## src/design/pol_pkg.sv

```systemverilog
`timescale 1ns / 1ps
`default_nettype none

package pol_pkg;

	localparam logic [1:0] OP_INS = 2'd0;
	localparam logic [1:0] OP_DEL = 2'd1;
	localparam logic [1:0] OP_RD  = 2'd2;

	localparam logic [1:0] ST_OK     = 2'd0;
	localparam logic [1:0] ST_BADPOS = 2'd1;
	localparam logic [1:0] ST_FULL   = 2'd2;
	localparam logic [1:0] ST_EMPTY  = 2'd3;

	typedef struct packed {
		logic [1:0]         op;
		logic [4:0]         position;
		logic signed [31:0] value;
	} in_t;

	typedef struct packed {
		logic [1:0]         status;
		logic signed [31:0] element;
		logic [4:0]         count;
		logic               last;
	} out_t;

endpackage

`default_nettype wire

```

## src/design/positional_ordered_list.sv

```systemverilog
// Ordered list of up to DEPTH words held in one single-port-read RAM.
// Insert at slot s: one entry moved back per cycle from the tail down to s, then the new value written.
// Delete at slot s: the entries after s move forward; tail insert/delete, errors and op 3 finish straight from idle.
// Readout: one result per cycle. Results are registered and appear in the cycle after the decision;
// the receiver cannot stall. Reset (arst_n low) empties the list; RAM contents are not cleared.
`timescale 1ns / 1ps
`default_nettype none

module positional_ordered_list #(
	parameter int DEPTH = 16
) (
	input  wire logic         clk,
	input  wire logic         arst_n,
	input  wire logic         start,
	output logic              busy,
	input  wire pol_pkg::in_t item,
	output logic              strobe,
	output pol_pkg::out_t     result
);

	import pol_pkg::*;

	localparam int AW = $clog2(DEPTH);
	localparam int CW = $clog2(DEPTH + 1);
	localparam int PW = ((CW > 5) ? CW : 5) + 1;

	localparam logic [2:0] S_IDLE    = 3'd0;
	localparam logic [2:0] S_INS     = 3'd1;
	localparam logic [2:0] S_INS_FIN = 3'd2;
	localparam logic [2:0] S_DEL     = 3'd3;
	localparam logic [2:0] S_RD      = 3'd4;

	logic [2:0]    state_q, state_d;
	logic [CW-1:0] count_q, count_d;
	logic [AW-1:0] ptr_q, ptr_d;
	logic [AW-1:0] slot_q, slot_d;
	logic [31:0]   val_q, val_d;
	out_t          res_q, res_d;
	logic          strobe_q, strobe_d;

	logic          we, re;
	logic [AW-1:0] waddr, raddr;
	logic [31:0]   wdata, rdata;

	logic [PW-1:0] pos_w, cnt_w, slot_w;
	logic [CW-1:0] cnt_m1, cnt_p1;
	logic [AW-1:0] slot_a, last_a;
	logic          full, ptr_last;

	function automatic logic [4:0] to5(input logic [CW-1:0] c);
		logic [PW-1:0] w;
		w = PW'(c);
		return w[4:0];
	endfunction

	pol_ram #(.DEPTH(DEPTH), .AW(AW)) u_ram (
		.clk   (clk),
		.we    (we),
		.waddr (waddr),
		.wdata (wdata),
		.re    (re),
		.raddr (raddr),
		.rdata (rdata)
	);

	assign pos_w    = PW'(item.position);
	assign cnt_w    = PW'(count_q);
	assign slot_w   = pos_w - PW'(1);
	assign slot_a   = slot_w[AW-1:0];
	assign cnt_m1   = count_q - CW'(1);
	assign cnt_p1   = count_q + CW'(1);
	assign last_a   = cnt_m1[AW-1:0];
	assign full     = (count_q == CW'(DEPTH));
	assign ptr_last = (ptr_q == last_a);

	always_comb begin
		state_d  = state_q;
		count_d  = count_q;
		ptr_d    = ptr_q;
		slot_d   = slot_q;
		val_d    = val_q;
		strobe_d = 1'b0;
		res_d    = '{status: ST_OK, element: '0, count: to5(count_q), last: 1'b1};
		we       = 1'b0;
		waddr    = ptr_q;
		wdata    = rdata;
		re       = 1'b0;
		raddr    = ptr_q;

		unique case (state_q)
			S_IDLE: begin
				if (start) begin
					unique case (item.op)
						OP_INS: begin
							if (item.position == 5'd0 || pos_w > cnt_w + PW'(1)) begin
								strobe_d     = 1'b1;
								res_d.status = ST_BADPOS;
							end else if (full) begin
								strobe_d     = 1'b1;
								res_d.status = ST_FULL;
							end else if (pos_w == cnt_w + PW'(1)) begin
								// append at the tail, nothing to move
								we          = 1'b1;
								waddr       = slot_a;
								wdata       = item.value;
								count_d     = cnt_p1;
								strobe_d    = 1'b1;
								res_d.count = to5(cnt_p1);
							end else begin
								re      = 1'b1;
								raddr   = last_a;
								ptr_d   = last_a;
								slot_d  = slot_a;
								val_d   = item.value;
								state_d = S_INS;
							end
						end
						OP_DEL: begin
							if (item.position == 5'd0 || pos_w > cnt_w) begin
								strobe_d     = 1'b1;
								res_d.status = ST_BADPOS;
							end else if (pos_w == cnt_w) begin
								count_d     = cnt_m1;
								strobe_d    = 1'b1;
								res_d.count = to5(cnt_m1);
							end else begin
								re      = 1'b1;
								raddr   = slot_a + AW'(1);
								ptr_d   = slot_a + AW'(1);
								state_d = S_DEL;
							end
						end
						OP_RD: begin
							if (count_q == '0) begin
								strobe_d     = 1'b1;
								res_d.status = ST_EMPTY;
							end else begin
								re      = 1'b1;
								raddr   = '0;
								ptr_d   = '0;
								state_d = S_RD;
							end
						end
						default: begin
							strobe_d = 1'b1;
						end
					endcase
				end
			end
			S_INS: begin
				// entry read last cycle moves back by one
				we    = 1'b1;
				waddr = ptr_q + AW'(1);
				if (ptr_q == slot_q) begin
					state_d = S_INS_FIN;
				end else begin
					re    = 1'b1;
					raddr = ptr_q - AW'(1);
					ptr_d = ptr_q - AW'(1);
				end
			end
			S_INS_FIN: begin
				we          = 1'b1;
				waddr       = slot_q;
				wdata       = val_q;
				count_d     = cnt_p1;
				strobe_d    = 1'b1;
				res_d.count = to5(cnt_p1);
				state_d     = S_IDLE;
			end
			S_DEL: begin
				we    = 1'b1;
				waddr = ptr_q - AW'(1);
				if (ptr_last) begin
					count_d     = cnt_m1;
					strobe_d    = 1'b1;
					res_d.count = to5(cnt_m1);
					state_d     = S_IDLE;
				end else begin
					re    = 1'b1;
					raddr = ptr_q + AW'(1);
					ptr_d = ptr_q + AW'(1);
				end
			end
			S_RD: begin
				strobe_d      = 1'b1;
				res_d.element = rdata;
				res_d.last    = ptr_last;
				if (ptr_last) begin
					state_d = S_IDLE;
				end else begin
					re    = 1'b1;
					raddr = ptr_q + AW'(1);
					ptr_d = ptr_q + AW'(1);
				end
			end
			default: begin
				state_d = S_IDLE;
			end
		endcase
	end

	always_ff @(posedge clk or negedge arst_n) begin
		if (!arst_n) begin
			state_q  <= S_IDLE;
			count_q  <= '0;
			strobe_q <= 1'b0;
		end else begin
			state_q  <= state_d;
			count_q  <= count_d;
			strobe_q <= strobe_d;
		end
	end

	always_ff @(posedge clk) begin
		ptr_q  <= ptr_d;
		slot_q <= slot_d;
		val_q  <= val_d;
		res_q  <= res_d;
	end

	assign busy   = (state_q != S_IDLE);
	assign strobe = strobe_q;
	assign result = res_q;

endmodule

`default_nettype wire

```

## src/design/pol_ram.sv

```systemverilog
`timescale 1ns / 1ps
`default_nettype none

module pol_ram #(
	parameter int DEPTH = 16,
	parameter int AW    = 4
) (
	input  wire logic          clk,
	input  wire logic          we,
	input  wire logic [AW-1:0] waddr,
	input  wire logic [31:0]   wdata,
	input  wire logic          re,
	input  wire logic [AW-1:0] raddr,
	output logic [31:0]        rdata
);

	logic [31:0] mem [DEPTH];

	always_ff @(posedge clk) begin
		if (we) begin
			mem[waddr] <= wdata;
		end
	end

	always_ff @(posedge clk) begin
		if (re) begin
			rdata <= mem[raddr];
		end
	end

endmodule

`default_nettype wire
```

## config.mk

```make
export PLATFORM = sky130hd
export DESIGN_NAME = positional_ordered_list
export DESIGN_NICKNAME = d
export VERILOG_FILES = /design/src/design/pol_pkg.sv /design/src/design/positional_ordered_list.sv /design/src/design/pol_ram.sv
export SDC_FILE = /design/constraint.sdc
export NUM_CORES = 1
export LEC_CHECK = 0
export BUFFER_PORTS_ARGS = -buffer_cell sky130_fd_sc_hd__buf_4
export CAP_MARGIN = 30
export CORE_ASPECT_RATIO = 1.5
export CORE_MARGIN = 2
export CORE_UTILIZATION = 60
export CTS_CLUSTER_DIAMETER = 40
export DETAILED_ROUTE_END_ITERATION = 16
export GPL_ROUTABILITY_DRIVEN = 0
export PLACE_DENSITY = 0.77
export SLEW_MARGIN = 40
export SYNTH_ARGS = -nofsm -noshare
export SYNTH_HDL_FRONTEND = slang
export SYNTH_HIERARCHICAL = 1
export SYNTH_SLANG_ARGS = --single-unit
```

## constraint.sdc

```tcl
create_clock -name clk -period 7.8 [get_ports clk]
set_input_delay 1.17 -clock clk [delete_from_list [all_inputs] [get_ports clk]]
set_output_delay 1.17 -clock clk [all_outputs]
set_load 0.03 [all_outputs]
```

# ---- Yosys cells after proc, flatten, opt, wreduce, memory -nomap -nowiden
# Memories as Yosys holds them, arrays and structs flattened. A register that Yosys moved wholly into a read port is not among the register bits.
# Cells that the tools add are included.
dict set report classes {
  order_cmp 2
  shift 0
  reduce_logical 13
  n_addsub 7
  div_mod_pow 0
  bitwise 3
  n_eq_ne 21
  n_mux 76
  mul 0
}
# operator count
set op_table {}
lappend op_table {{32-bit 2-to-1 mux} 5}
lappend op_table {{32-bit case mux with 2 select lines} 1}
lappend op_table {{4-bit 2-to-1 mux} 14}
lappend op_table {{5-bit 2-to-1 mux} 7}
lappend op_table {{3-bit 2-to-1 mux} 9}
lappend op_table {{1-bit 2-to-1 mux} 24}
lappend op_table {{4-bit case mux with 3 select lines} 2}
lappend op_table {{3-bit inequality test, second input constant} 6}
lappend op_table {{3-bit case mux with 3 select lines} 2}
lappend op_table {{4-bit case mux with 4 select lines} 1}
lappend op_table {{5-bit case mux with 3 select lines} 1}
lappend op_table {{1-bit case mux with 3 select lines} 4}
lappend op_table {{5-bit zero test} 2}
lappend op_table {{5-bit case mux with 2 select lines} 1}
lappend op_table {{10-bit AND reduction} 1}
lappend op_table {{4-bit by 1-bit adder with 4-bit output, second input constant} 2}
lappend op_table {{4-bit equality test} 2}
lappend op_table {{4-bit by 1-bit subtractor with 4-bit output, second input constant} 2}
lappend op_table {{5-bit by 1-bit adder with 6-bit output, second input constant} 1}
lappend op_table {{3-bit by 2-bit equality test with 1-bit output, second input constant} 2}
lappend op_table {{5-bit by 6-bit equality test with 1-bit output} 1}
lappend op_table {{5-bit by 6-bit greater-than comparator with 1-bit output} 1}
lappend op_table {{2-bit 2-to-1 mux} 3}
lappend op_table {{2-bit case mux with 3 select lines} 1}
lappend op_table {{other kinds (22)} 27}
dict set report totals {
  memories 1
  mem_bits_rw 512
  latch_bits 0
  mem_bits_ro 0
  in_bits 42
  output_inout_bits 42
  ff_bits 89
}
# name words width rd rd_ports_with_merged_regs write_ports line_no
set mem_list {}
lappend mem_list {u_ram.mem 16 32 1 1 1 pol_ram.sv:17} ;# logic [31:0] mem [DEPTH];

# ---- Depth between registers and ports, before layout
# Gate-level depths: netlist of run 1.
dict set report depth {
  word_depth 10
  depth_mapped 17
  depth_no_buf 14
}

# ---- By module
# The synthesis of run 1 kept the hierarchy.
# mod area_per_inst_um2 instances cells_per_inst seq_area_each_um2
set by_module_without_submodules {}
lappend by_module_without_submodules {pol_ram 20155.6 1 838 16335.7}
lappend by_module_without_submodules {positional_ordered_list 5111.2 1 564 2187.1}

# ---- Least setup slack after synthesis of run 1
# No wires, ideal clock.
dict set report synth_path {
  path_kind {input port to flip-flop}
  startpoint {input item[32] (netlist name)}
  endpoint {memory u_ram.mem[0][0], enable pin}
  cell_stages 12
  arrival_time_ns 5.571
  path_slack_ns 1.768
  cell_sequence {inv_1 ha_1 nand3_1 or3_1 clkbuf_2 nor4_4 buf_4 o21bai_1 nand2_1 o21ai_0 or3b_2 nor3_1}
}
dict set report synth_between {
  word_cells_on_any_way 19
}
# element line_no
set synth_rtl {}
lappend synth_rtl {{from (decl)} positional_ordered_list.sv:16} ;# input wire pol_pkg::in_t item,
lappend synth_rtl {{4-bit by 1-bit subtractor with 4-bit output / 5-bit by 6-bit equality test with 1-bit output (equally long branches)} {positional_ordered_list.sv:68, positional_ordered_list.sv:101}}
lappend synth_rtl {{4-bit 2-to-1 mux} positional_ordered_list.sv:101} ;# end else if (pos_w == cnt_w + PW'(1)) begin
lappend synth_rtl {{4-bit 2-to-1 mux} positional_ordered_list.sv:98} ;# end else if (full) begin
lappend synth_rtl {{4-bit 2-to-1 mux *} positional_ordered_list.sv:95} ;# if (item.position == 5'd0 || pos_w > cnt_w + PW'(1)) begin
lappend synth_rtl {{4-bit 2-to-1 mux *} positional_ordered_list.sv:93} ;# unique case (item.op)
lappend synth_rtl {{4-bit 2-to-1 mux *} positional_ordered_list.sv:92} ;# if (start) begin
lappend synth_rtl {{4-bit case mux with 4 select lines *} positional_ordered_list.sv:90} ;# unique case (state_q)
lappend synth_rtl {{named net waddr[2]} positional_ordered_list.sv:42} ;# logic [AW-1:0] waddr, raddr;
lappend synth_rtl {{to (decl)} pol_ram.sv:17}
# The timed path passes the listed nets; every way through them passes the cells marked *.

# ---- Worst setup path after layout of run 1
dict set report layout_path {
  startpoint {register count_q[0]}
  endpoint {memory u_ram.mem[9][7], enable pin}
}
dict set report layout_between {
  word_cells_on_any_way 19
}
# element line_no
set layout_rtl {}
lappend layout_rtl {{from (decl)} positional_ordered_list.sv:34} ;# logic [CW-1:0] count_q, count_d;
lappend layout_rtl {{from (signal assigned)} positional_ordered_list.sv:210} ;# count_q <= count_d;
lappend layout_rtl {{branches (longest 4 deep; another with 5-bit by 1-bit adder with 6-bit output)} -}
lappend layout_rtl {{4-bit 2-to-1 mux *} positional_ordered_list.sv:95}
lappend layout_rtl {{4-bit 2-to-1 mux *} positional_ordered_list.sv:93}
lappend layout_rtl {{4-bit 2-to-1 mux *} positional_ordered_list.sv:92}
lappend layout_rtl {{4-bit case mux with 4 select lines *} positional_ordered_list.sv:90}
lappend layout_rtl {{named net waddr[0]} positional_ordered_list.sv:42}
# Mark *: on every way through the listed nets, which the timed path passes.

==> results of run 1 <==
## cell usage in the layout (no fill, tap or decap), types with 5 or more instances in the layout
cell type     n
mux2i_1       5
buf_8         9
a22oi_1      66
o21ai_0      21
nand3_1      22
nand2_1      67
inv_1        17
nor2_1       19
and2_1        7
a21oi_2      31
xor2_1       10
edfxtp_1    580
clkinv_2      7
and3_1       35
clkinvlp_4    5
buf_4       108
dfrtp_1       8
bufinv_16     9
nor2_4       14
buf_16        8
clkbuf_1      8
clkinv_1      9
mux4_2      128
xnor2_1      18
clkbuf_16    57
nor2b_1      10
dfxtp_1      44
ha_1         16
a31oi_1       5
nor3_1       13
a21oi_1      27
nand2b_1      8
o22ai_1      66
## layout make-up
| cell class | instances | area, sq um | area share (%) |
|---|---|---|---|
| inverters | 19 | 71.32 | 0.2451 |
| clock buffers | 69 | 1511 | 5.193 |
| clock inverters | 36 | 461.7 | 1.586 |
| well taps | 564 | 705.7 | 2.425 |
| flip-flops and latches | 633 | 18530 | 63.66 |
| multi-input cells | 661 | 6564 | 22.55 |
| repair buffers | 131 | 1262 | 4.338 |
## metrics by stage
step	hold slack [ns]	utilization, %	area (sq um)
2_1_floorplan	0.5020	-	25270
3_3_place_gp	0.5315	63.66	26600
3_5_place_dp	0.5181	64.91	27120
4_1_cts	0.3794	69.63	29100
5_1_grt	0.3907	69.65	29100
6_report	0.3938	69.65	29100
## worst paths after layout
check / slack, ns / cells after the start / from / endpoint
max: 1.95 / 13 / count_q[0] / u_ram/mem[9][7]
min: 0.39 / 1 / arst_n / state_q[0]
max reg2reg: 1.95 / 13 / count_q[0] / u_ram/mem[9][7]
min reg2reg: 0.53 / 1 / u_ram/rdata[24] / result[30]
max in group asynchronous: 7.25 / 1 / arst_n / state_q[2]
min in group clk: 0.53 / 1 / u_ram/rdata[24] / result[30]
## where the power goes
| group | switching [mW] | internal [mW] |
|---|---|---|
| logic | 3.55 | 2.40 |
| clock network | 1.24 | 1.69 |
| registers | 0.319 | 5.04 |
| total | 5.11 | 9.13 |
## sequential cells by signal, indices dropped and copies added (netlist names)
signal	flops
result	40
state_q	3
strobe	1
count_q	5
val_q	32
u_ram/rdata	32
slot_q	4
ptr_q	4
u_ram/mem	512
## cell families (layout without fill, tap and decap cells)
kind of cell,count (synthesis),after routing
fa+ha+maj,17,17
simple gates,221,221
flops,633,633
mux,133,133
compound gates,259,259
xor+xnor,31,31
buf+inv,108,255
## layer usage
metal	vias to the layer above	wire, um	GRT usage (%)
met5	-	0	0
met4	0	3111	13.42
met3	219	4627	3.717
met2	864	32670	49.87
met1	7321	21860	36.31
li1	5925	-	-
## worst reg2reg max path: stages (launching register included)
cell and delay (ns):
dfrtp_1 0.63, ha_1 0.41, nand3_1 0.23, xnor2_1 0.25, ha_1 0.34, o21ai_0 0.17, or3_1 0.54, nor4_4 0.36
buf_4 0.28, a31oi_1 0.13, o22ai_1 0.62, nand2b_1 0.42, nor2_4 0.61, buf_4 0.51
==> impl_metrics.csv, run 1 <==
group,metric,value,unit
drt,dr_total_vias,14329,
logic_synthesis,synth-compound-area-share,6.705,%
global_routing,grt_max_degree,74,
sta,worst_clock_skew,0.02285,ns
logic_synthesis,yosysMostFrequentCell,"edfxtp_1",
pwr,p_leak,9.599,nW
place,dp_cells,2008,
logic_synthesis,synthesis.nets,1460,
pwr,powerDensity,489.2,nW/um^2
logic_synthesis,ys_types,66,
sta,max_clock_freq,171.0,MHz
drt,totalWireLength,62.27,mm
layout,drive_above_1_share,26.53,%
global_routing,antenna_found_initial,0,
floorplan,start_util,60.47,%
place,hpwl,36.38,mm
drt,drc,0,
layout,fillers,2499,
floorplan,die_y,255.3,um
global_routing,gr-total-overflow,0,
setup_path,cp_num_buf_inv,2,
sta,slew_violations,0,
logic_synthesis,synth-edff-count,580,
cts,clk_latency,0.60,ns
cts,cts_resized,0,
cts,cts_tree,"yes",
layout,nets,1560,
cts,cts_sinks,633,
sta,final.setup.tns,0,ns
sta,hold_viol_final,0,
cts,clkTransAtPathRegs,0.06,ns
cts,h-tree-depth,2,
sta,setup_violations,0,
cts,clock-root-buffer,"clkbuf_16",
place,post-place-ws,2.055,ns
outcome,outcome,"complete, no violations",
setup_path,slowest_stage,"dfrtp_1",
setup_path,crit_type,"flip-flop to flip-flop",
hold_path,hp-class,"primary input to asynchronous set/reset pin",
setup_path,crit_path_end_kind,"flip-flop",
logic_synthesis,ys_seq_area_share,73.31,%
pwr,finalPower,14.24,mW
setup_path,cp_top_family,"simple AND/OR/NAND/NOR gates",
floorplan,fp.dieW,171.6,um
cts,clk_path_buf_depth,3,
drt,via_per_inst,6.781,
logic_synthesis,yosysTopAreaCellShare,68.93,%
setup_path,required,8.04,ns
floorplan,die_area,43800,sq um
sta,finalCritPeriodShare,74.96,%
layout,syn_to_final_growth,15.18,%
floorplan,coreArea,41790,sq um
logic_synthesis,ys_seq_elements,633,
logic_synthesis,synth_top_family_by_area,"multiplexers",
logic_synthesis,synth_top_cell_by_area,"edfxtp_1",
logic_synthesis,synthAdderAreaFrac,0.8319,%
sta,finalWorstSetupSlack,1.953,ns
logic_synthesis,synthXorXnorAreaFrac,1.238,%
drt,drtPass1Iterations,5,
layout,diodes,0,
sta,worst_slew_pin_slew,0.8212,ns
job,maxCapViolCount,0,
pwr,peakVddDrop,342.4,uV
logic_synthesis,avgSynthCellArea,18.02,sq um
setup_path,crit_arrival,6.09,ns
cts,cts_setup_buffers,0,
logic_synthesis,synthFlopType,"edfxtp_1",
logic_synthesis,synthMuxAreaShare,11.61,%
sta,slew_headroom,45.25,%
drt,antenna_left,0,
setup_path,path_cells,"ha_1 -> nand3_1 -> xnor2_1 -> ha_1 -> o21ai_0 -> or3_1 -> nor4_4 -> buf_4 -> a31oi_1 -> o22ai_1 -> nand2b_1 -> nor2_4 -> buf_4",
cts,numCtsBuffers,56,
logic_synthesis,yosys-top-cells-area,"edfxtp_1, mux4_2, dfxtp_1",
sta,finalCriticalPeriod,5.847,ns
logic_synthesis,synth-async-reset-ratio,1.422,%
cts,postCtsHoldBufs,0,
setup_path,crit_path_start_kind,"flip-flop",
floorplan,rows,92,
global_routing,grt_pass1_vias,14756,
layout,fin_cells,2113,
drt,wl_per_cell,29.47,um
place,portBuffers,83,
logic_synthesis,synth_cells,1402,
logic_synthesis,synth_simple_gate_area_share,4.397,%
drt,drtIter0Drc,1620,
setup_path,crit_path_max_incr_delay,0.63,ns
global_routing,grt_usage,28.89,%
setup_path,cp_max_fo,18,
logic_synthesis,synth_common_cells,"edfxtp_1, mux4_2, nand2_1, a22oi_1, o22ai_1",
global_routing,grt_pass1_wl,92.49,mm
floorplan,ios,84,
logic_synthesis,netlist_area,25270,sq um
logic_synthesis,yosys_warnings,6,
sta,rsz0062_at_grt,"false",
No activity file was read; power rests on OpenSTA's default activity.
==> inputs of run 2 (changes only) <==
- CORE_UTILIZATION: 60 -> 56
- PLACE_DENSITY: 0.77 -> 0.76
- clock period: 7.8 -> 5.01 ns (I/O delays scaled with it)
==> run 2 against run 1 <==
Final area grew 0.78%. Total power grew 56%. Core utilization shrank 4.0 points. Hold slack lost 0.070 ns. Cell count grew 1.7%. Critical endpoint is now u_ram/mem[0][14].
==> impl_metrics.csv, run 2 (synthesis gave the netlist of run 1 again) <==
group,metric,value,unit
setup_path,r2r-start,"count_q[0]",
layout,largest_reg_flops,512,
cts,cts_setup_buffers,0,
setup_path,r2r_cells,13,
sta,setup_violations,0,
layout,top_register,"u_ram/mem",
sta,slew_headroom,42.50,%
global_routing,antenna_found_initial,1,
cts,cts_tree,"yes",
floorplan,die_area,46870,sq um
sta,finalCritPeriodShare,95.74,%
global_routing,grt_max_degree,53,
pwr,powerDensity,757.5,nW/um^2
sta,hold_viol_final,0,
cts,numCtsBuffers,59,
drt,drc,0,
cts,cts_resized,0,
sta,finalWorstSetupSlack,0.2134,ns
layout,final_cell_mix,"edfxtp_1, mux4_2, buf_4",
hold_path,hold_depth,1,
floorplan,die_y,264.2,um
setup_path,crit_arrival,5.06,ns
drt,via_per_inst,6.727,
cts,clk_path_buf_depth,3,
cts,clk_latency,0.61,ns
drt,antenna_left,0,
floorplan,start_util,56.53,%
setup_path,crit_path_start_kind,"flip-flop",
setup_path,cp_max_fo,32,
drt,wl_per_cell,29.36,um
floorplan,rows,95,
drt,wl_met1,22.28,mm
drt,drtPass1Iterations,6,
global_routing,grt_usage,27.36,%
hold_path,hp-class,"primary input to flip-flop",
setup_path,crit_path_max_incr_delay,0.65,ns
sta,worst_clock_skew,0.02497,ns
setup_path,path_cells,"ha_1 -> nand3_1 -> xnor2_1 -> ha_1 -> o21ai_0 -> or3_1 -> nor4_4 -> o21bai_1 -> nand2_1 -> o21ai_0 -> or3b_2 -> nor3_4 -> buf_12",
setup_path,cp_num_buf_inv,1,
setup_path,r2r-end,"u_ram/mem[0][14]",
setup_path,crit_start,"count_q[0]",
place,hpwl,33.05,mm
floorplan,fp.dieW,177.4,um
setup_path,crit_path_end_kind,"flip-flop",
place,portBuffers,83,
layout,diodes,0,
cts,h-tree-depth,2,
layout,drive_above_1_share,27.14,%
pwr,peakVddDrop,605.6,uV
cts,cts_sinks,633,
global_routing,gr-total-overflow,0,
drt,route.met3.wl,5.649,mm
place,post-place-ws,0.3073,ns
sta,final.setup.tns,0,ns
outcome,outcome,"complete, no violations",
layout,final_common_cell,"edfxtp_1",
global_routing,grt_pass1_wl,93.38,mm
setup_path,reg2reg_setup_slack,0.21,ns
job,maxCapViolCount,0,
pwr,p_leak,9.691,nW
drt,totalWireLength,63.07,mm
sta,finalCriticalPeriod,4.797,ns
cts,clkTransAtPathRegs,0.07,ns
floorplan,coreArea,44690,sq um
cts,clock-root-buffer,"clkbuf_16",
layout,nets,1576,
floorplan,ios,84,
setup_path,crit_type,"flip-flop to flip-flop",
drt,wl_met2,32.05,mm
setup_path,cp_top_family,"simple AND/OR/NAND/NOR gates",
sta,hold_slack,0.3236,ns
drt,dr_total_vias,14450,
setup_path,crit_end,"u_ram/mem[0][14]",
drt,dr.max_layer_used,"met4",
drt,drtIter0Drc,1760,
setup_path,crit_cells,13,
hold_path,hp-start,"item[6]",
sta,worst_slew_pin_slew,0.8604,ns
sta,slew_violations,0,
setup_path,required,5.28,ns
layout,syn_to_final_growth,16.08,%
sta,rsz0062_at_grt,"false",
sta,max_clock_freq,208.5,MHz
global_routing,grt_pass1_vias,14929,
setup_path,slowest_stage,"or3b_2",
## run 2: routing by layer
layer | global-route usage, % | up-vias
li1 | - | 5967
met1 | 34.82 | 7358
met2 | 45.42 | 915
met3 | 4.893 | 210
met4 | 13.47 | 0
met5 | 0 | -
## run 2: what timing repair did
item	4_1_cts	5_1_grt
endpoints found under the setup margin	0	0
hold buffers	1	0
endpoints found under the hold margin	9	0
## run 2: power by group
group	switching, mW	internal, mW	leakage, nW
sequential	0.446	7.84	5.75
combinational	5.52	3.83	2.96
clock	1.97	2.62	0.983
## run 2: metrics by stage
stage	cells	total power, mW	area [sq um]	utilization [%]
after global routing	2148	23.13	29330	65.62
after floorplan	1402	14.48	25290	-
after detailed placement	2038	17.51	27240	60.95
final	2148	22.22	29330	65.62
after CTS	2148	22.18	29280	65.52
after global placement	2035	17.16	27150	60.76
## run 2: how the worst min path moves through the flow
| stage | endpoint | slack (ns) |
|---|---|---|
| 3_3_place_gp | result[7] | 0.52 |
| 5_1_grt | val_q[28] | 0.31 |
| 3_5_place_dp | result[10] | 0.52 |
| 4_1_cts | val_q[6] | 0.30 |
| 6_report | val_q[6] | 0.32 |
| 2_1_floorplan | count_q[0] | 0.46 |
## run 2: worst reg2reg max path, cell delays in order, from the launching register on
cell,delay [ns]
dfrtp_1,0.55
ha_1,0.34
nand3_1,0.17
xnor2_1,0.22
ha_1,0.34
o21ai_0,0.14
or3_1,0.54
nor4_4,0.53
o21bai_1,0.20
nand2_1,0.10
o21ai_0,0.15
or3b_2,0.65
nor3_4,0.19
buf_12,0.30
## run 2: cell type report
cell class / count / area, sq um
flip-flops and latches: 633 / 18520
fillers: 2882 / 15360
multi-input cells: 661 / 6566
clock buffers: 76 / 1653
repair buffers: 144 / 1411
well taps: 582 / 728.2
clock inverters: 33 / 375.4
inverters: 19 / 71.32
==> inputs of run 3 (changes only) <==
- SETUP_SLACK_MARGIN: unset -> 0.3
- SYNTH_HIERARCHICAL: 1 -> unset
==> run 3 against run 2 <==
Die area increased by 3.7%. Core utilization increased by 0.29 points. Hold slack improved by 0.011 ns. Wire length increased by 7.5%. Non-clock buffer count increased by 78. Sequential share of layout area decreased by 2.7 points. Synthesized cell count increased by 38%. Clock skew increased by 0.0022 ns. Cell count increased by 27%.
==> impl_metrics.csv, run 3 <==
group,metric,value,unit
global_routing,grt_max_degree,73,
logic_synthesis,synth_common_cells,"edfxtp_1, nand2_1, a21oi_1, a22oi_1, mux2i_1",
logic_synthesis,netlist_area,26230,sq um
sta,final.setup.tns,0,ns
cts,cts_tree,"yes",
layout,largest_reg_flops,512,
layout,final_cell_mix,"edfxtp_1, nand2_1, buf_4",
layout,syn_to_final_growth,16.81,%
cts,clock-root-buffer,"clkbuf_16",
floorplan,die_area,48630,sq um
logic_synthesis,synthFlopType,"edfxtp_1",
sta,finalCriticalPeriod,4.484,ns
floorplan,ios,84,
logic_synthesis,synth-edff-count,580,
logic_synthesis,yosysMostFrequentCell,"edfxtp_1",
sta,setup_violations,0,
global_routing,grt_pass1_wl,101.5,mm
global_routing,grt_usage,27.41,%
sta,max_clock_freq,223.0,MHz
drt,drc,0,
setup_path,crit_arrival,4.82,ns
cts,clk_path_buf_depth,3,
logic_synthesis,yosysTopAreaCellShare,66.40,%
place,hpwl,41.42,mm
setup_path,crit_start,"count_q[1]",
cts,clkTransAtPathRegs,0.07,ns
job,maxCapViolCount,0,
floorplan,die_y,269.1,um
logic_synthesis,synth_top_cell_by_area,"edfxtp_1",
logic_synthesis,ys_types,81,
sta,worst_clock_skew,0.02721,ns
drt,via_per_inst,6.409,
floorplan,fp.dieW,180.7,um
logic_synthesis,yosys-top-cells-area,"edfxtp_1, nand2_1, dfxtp_1",
sta,slew_violations,0,
setup_path,crit_path_end_kind,"flip-flop",
logic_synthesis,synthMuxAreaShare,2.600,%
drt,dr_total_vias,17521,
drt,route.met3.wl,6.177,mm
setup_path,r2r_cells,17,
logic_synthesis,ys_seq_area_share,70.61,%
layout,top_register,"u_ram.mem",
drt,totalWireLength,67.78,mm
global_routing,antenna_found_initial,0,
layout,final_common_cell,"edfxtp_1",
sta,hold_viol_final,0,
cts,cts_sinks,633,
logic_synthesis,synthesis.nets,1995,
setup_path,crit_path_start_kind,"flip-flop",
cts,numCtsBuffers,57,
drt,drtPass1Iterations,5,
logic_synthesis,synth_simple_gate_area_share,10.21,%
logic_synthesis,synthAdderAreaFrac,0.7632,%
drt,drtIter0Drc,2283,
sta,slew_headroom,48.06,%
logic_synthesis,synth-async-reset-ratio,1.422,%
sta,finalCritPeriodShare,89.50,%
sta,rsz0062_at_grt,"true",
layout,nets,2151,
layout,fillers,3147,
drt,wl_per_cell,24.79,um
setup_path,r2r-start,"count_q[1]",
global_routing,grt_pass1_vias,17447,
floorplan,start_util,56.43,%
floorplan,coreArea,46480,sq um
logic_synthesis,avgSynthCellArea,13.54,sq um
sta,worst_slew_pin_slew,0.7772,ns
cts,h-tree-depth,2,
hold_path,hp-class,"primary input to flip-flop",
drt,dr.max_layer_used,"met4",
setup_path,cp_max_fo,11,
logic_synthesis,synth_cells,1937,
logic_synthesis,synth_top_family_by_area,"compound AO/OA/AOI/OAI gates",
drt,wl_met1,24.05,mm
logic_synthesis,ys_seq_elements,633,
layout,drive_above_1_share,18.64,%
setup_path,reg2reg_setup_slack,0.53,ns
global_routing,gr-total-overflow,0,
drt,wl_met2,34.11,mm
logic_synthesis,synth-compound-area-share,12.46,%
place,portBuffers,83,
outcome,outcome,"complete, no violations",
setup_path,crit_type,"flip-flop to flip-flop",
layout,diodes,0,
drt,antenna_left,0,
logic_synthesis,synthXorXnorAreaFrac,0.7918,%
cts,clk_latency,0.60,ns
setup_path,crit_end,"u_ram.rdata[24]",
logic_synthesis,yosys_warnings,0,
setup_path,r2r-end,"u_ram.rdata[24]",
floorplan,rows,97,
setup_path,required,5.35,ns
==> run 3: cell types whose count changed after synthesis, sizes merged, moves of 28 or more <==
cell    before  now
nand2       68  450
mux4       128    0
a32oi        3   66
mux2i        5   67
a21oi       58  103
and2         7   40
a221oi       1   33
a22oi       66   96
o22ai       66   37
o21ai       22   50
==> run 3: cell type report <==
class	instances	area, sq um	share of cell area [%]
clock inverter	40	431.7	1.409
multi-input combinational	1157	7222	23.57
clock buffer	66	1490	4.863
inverter	22	87.58	0.2858
timing repair buffer	222	2142	6.991
tap	594	743.2	2.426
sequential	633	18520	60.46
==> run 3: layer usage <==
| layer | vias up | track usage [%] |
|---|---|---|
| li1 | 7650 | - |
| met1 | 8543 | 34.37 |
| met2 | 1072 | 46.71 |
| met3 | 256 | 4.119 |
| met4 | 0 | 13.84 |
| met5 | - | 0 |
==> run 3: through the flow <==
step	hold WS (ns)	std cells	utilization [%]	setup WS, ns	instance area [sq um]
after floorplan	0.4559	1937	-	0.1426	26250
after global placement	0.4909	2613	61.14	0.4924	28420
after detailed placement	0.4976	2626	61.67	0.4432	28670
after CTS	0.3183	2733	65.83	0.4512	30600
after global routing	0.3230	2734	65.92	0.2980	30640
final	0.3351	2734	65.92	0.5263	30640
==> run 3: worst min path at each step <==
stage / start / depth (start not counted) / slack [ns] / endpoint
floorplan: arst_n / 0 / 0.46 / count_q[0]
global placement: u_ram.rdata[24] / 1 / 0.49 / result[30]
detailed placement: u_ram.rdata[30] / 1 / 0.50 / result[36]
CTS: item[22] / 1 / 0.32 / val_q[22]
global route: item[17] / 1 / 0.32 / val_q[17]
finish: item[13] / 1 / 0.34 / val_q[13]
==> run 3: critical path, cell delays in order (launching register included) <==
cell and delay [ns]:
dfrtp_1 0.39, buf_4 0.19, inv_1 0.11, ha_1 0.30
xor3_1 0.50, nor3_4 0.37, or3_1 0.16, a31oi_1 0.07
or4b_1 0.54, a211oi_2 0.28, inv_2 0.14, nand2_2 0.14
nor2_4 0.11, buf_8 0.17, buf_16 0.16, buf_4 0.22
a221oi_2 0.26, nand2_1 0.09
==> run 3: logic make-up after synthesis <==
logic type,after synthesis
AO/OA/AOI/OAI,444
XOR/XNOR,22
adder cells (fa/ha/maj),16
buffers and inverters,147
flip-flops,633
multiplexers,68
AND/OR/NAND/NOR,607
==> run 3: timing repair <==
item / 4_1_cts / 5_1_grt
endpoints found under the hold margin: 9 / 0
setup buffers: 0 / 1
resized for setup: 0 / 2
hold buffers: 1 / 0
setup endpoints to repair: 0 / 21
Power of run 3 is left out: the tool's default activity adds up to more than one toggle a clock period on the data nets, which glitch-free logic cannot reach.
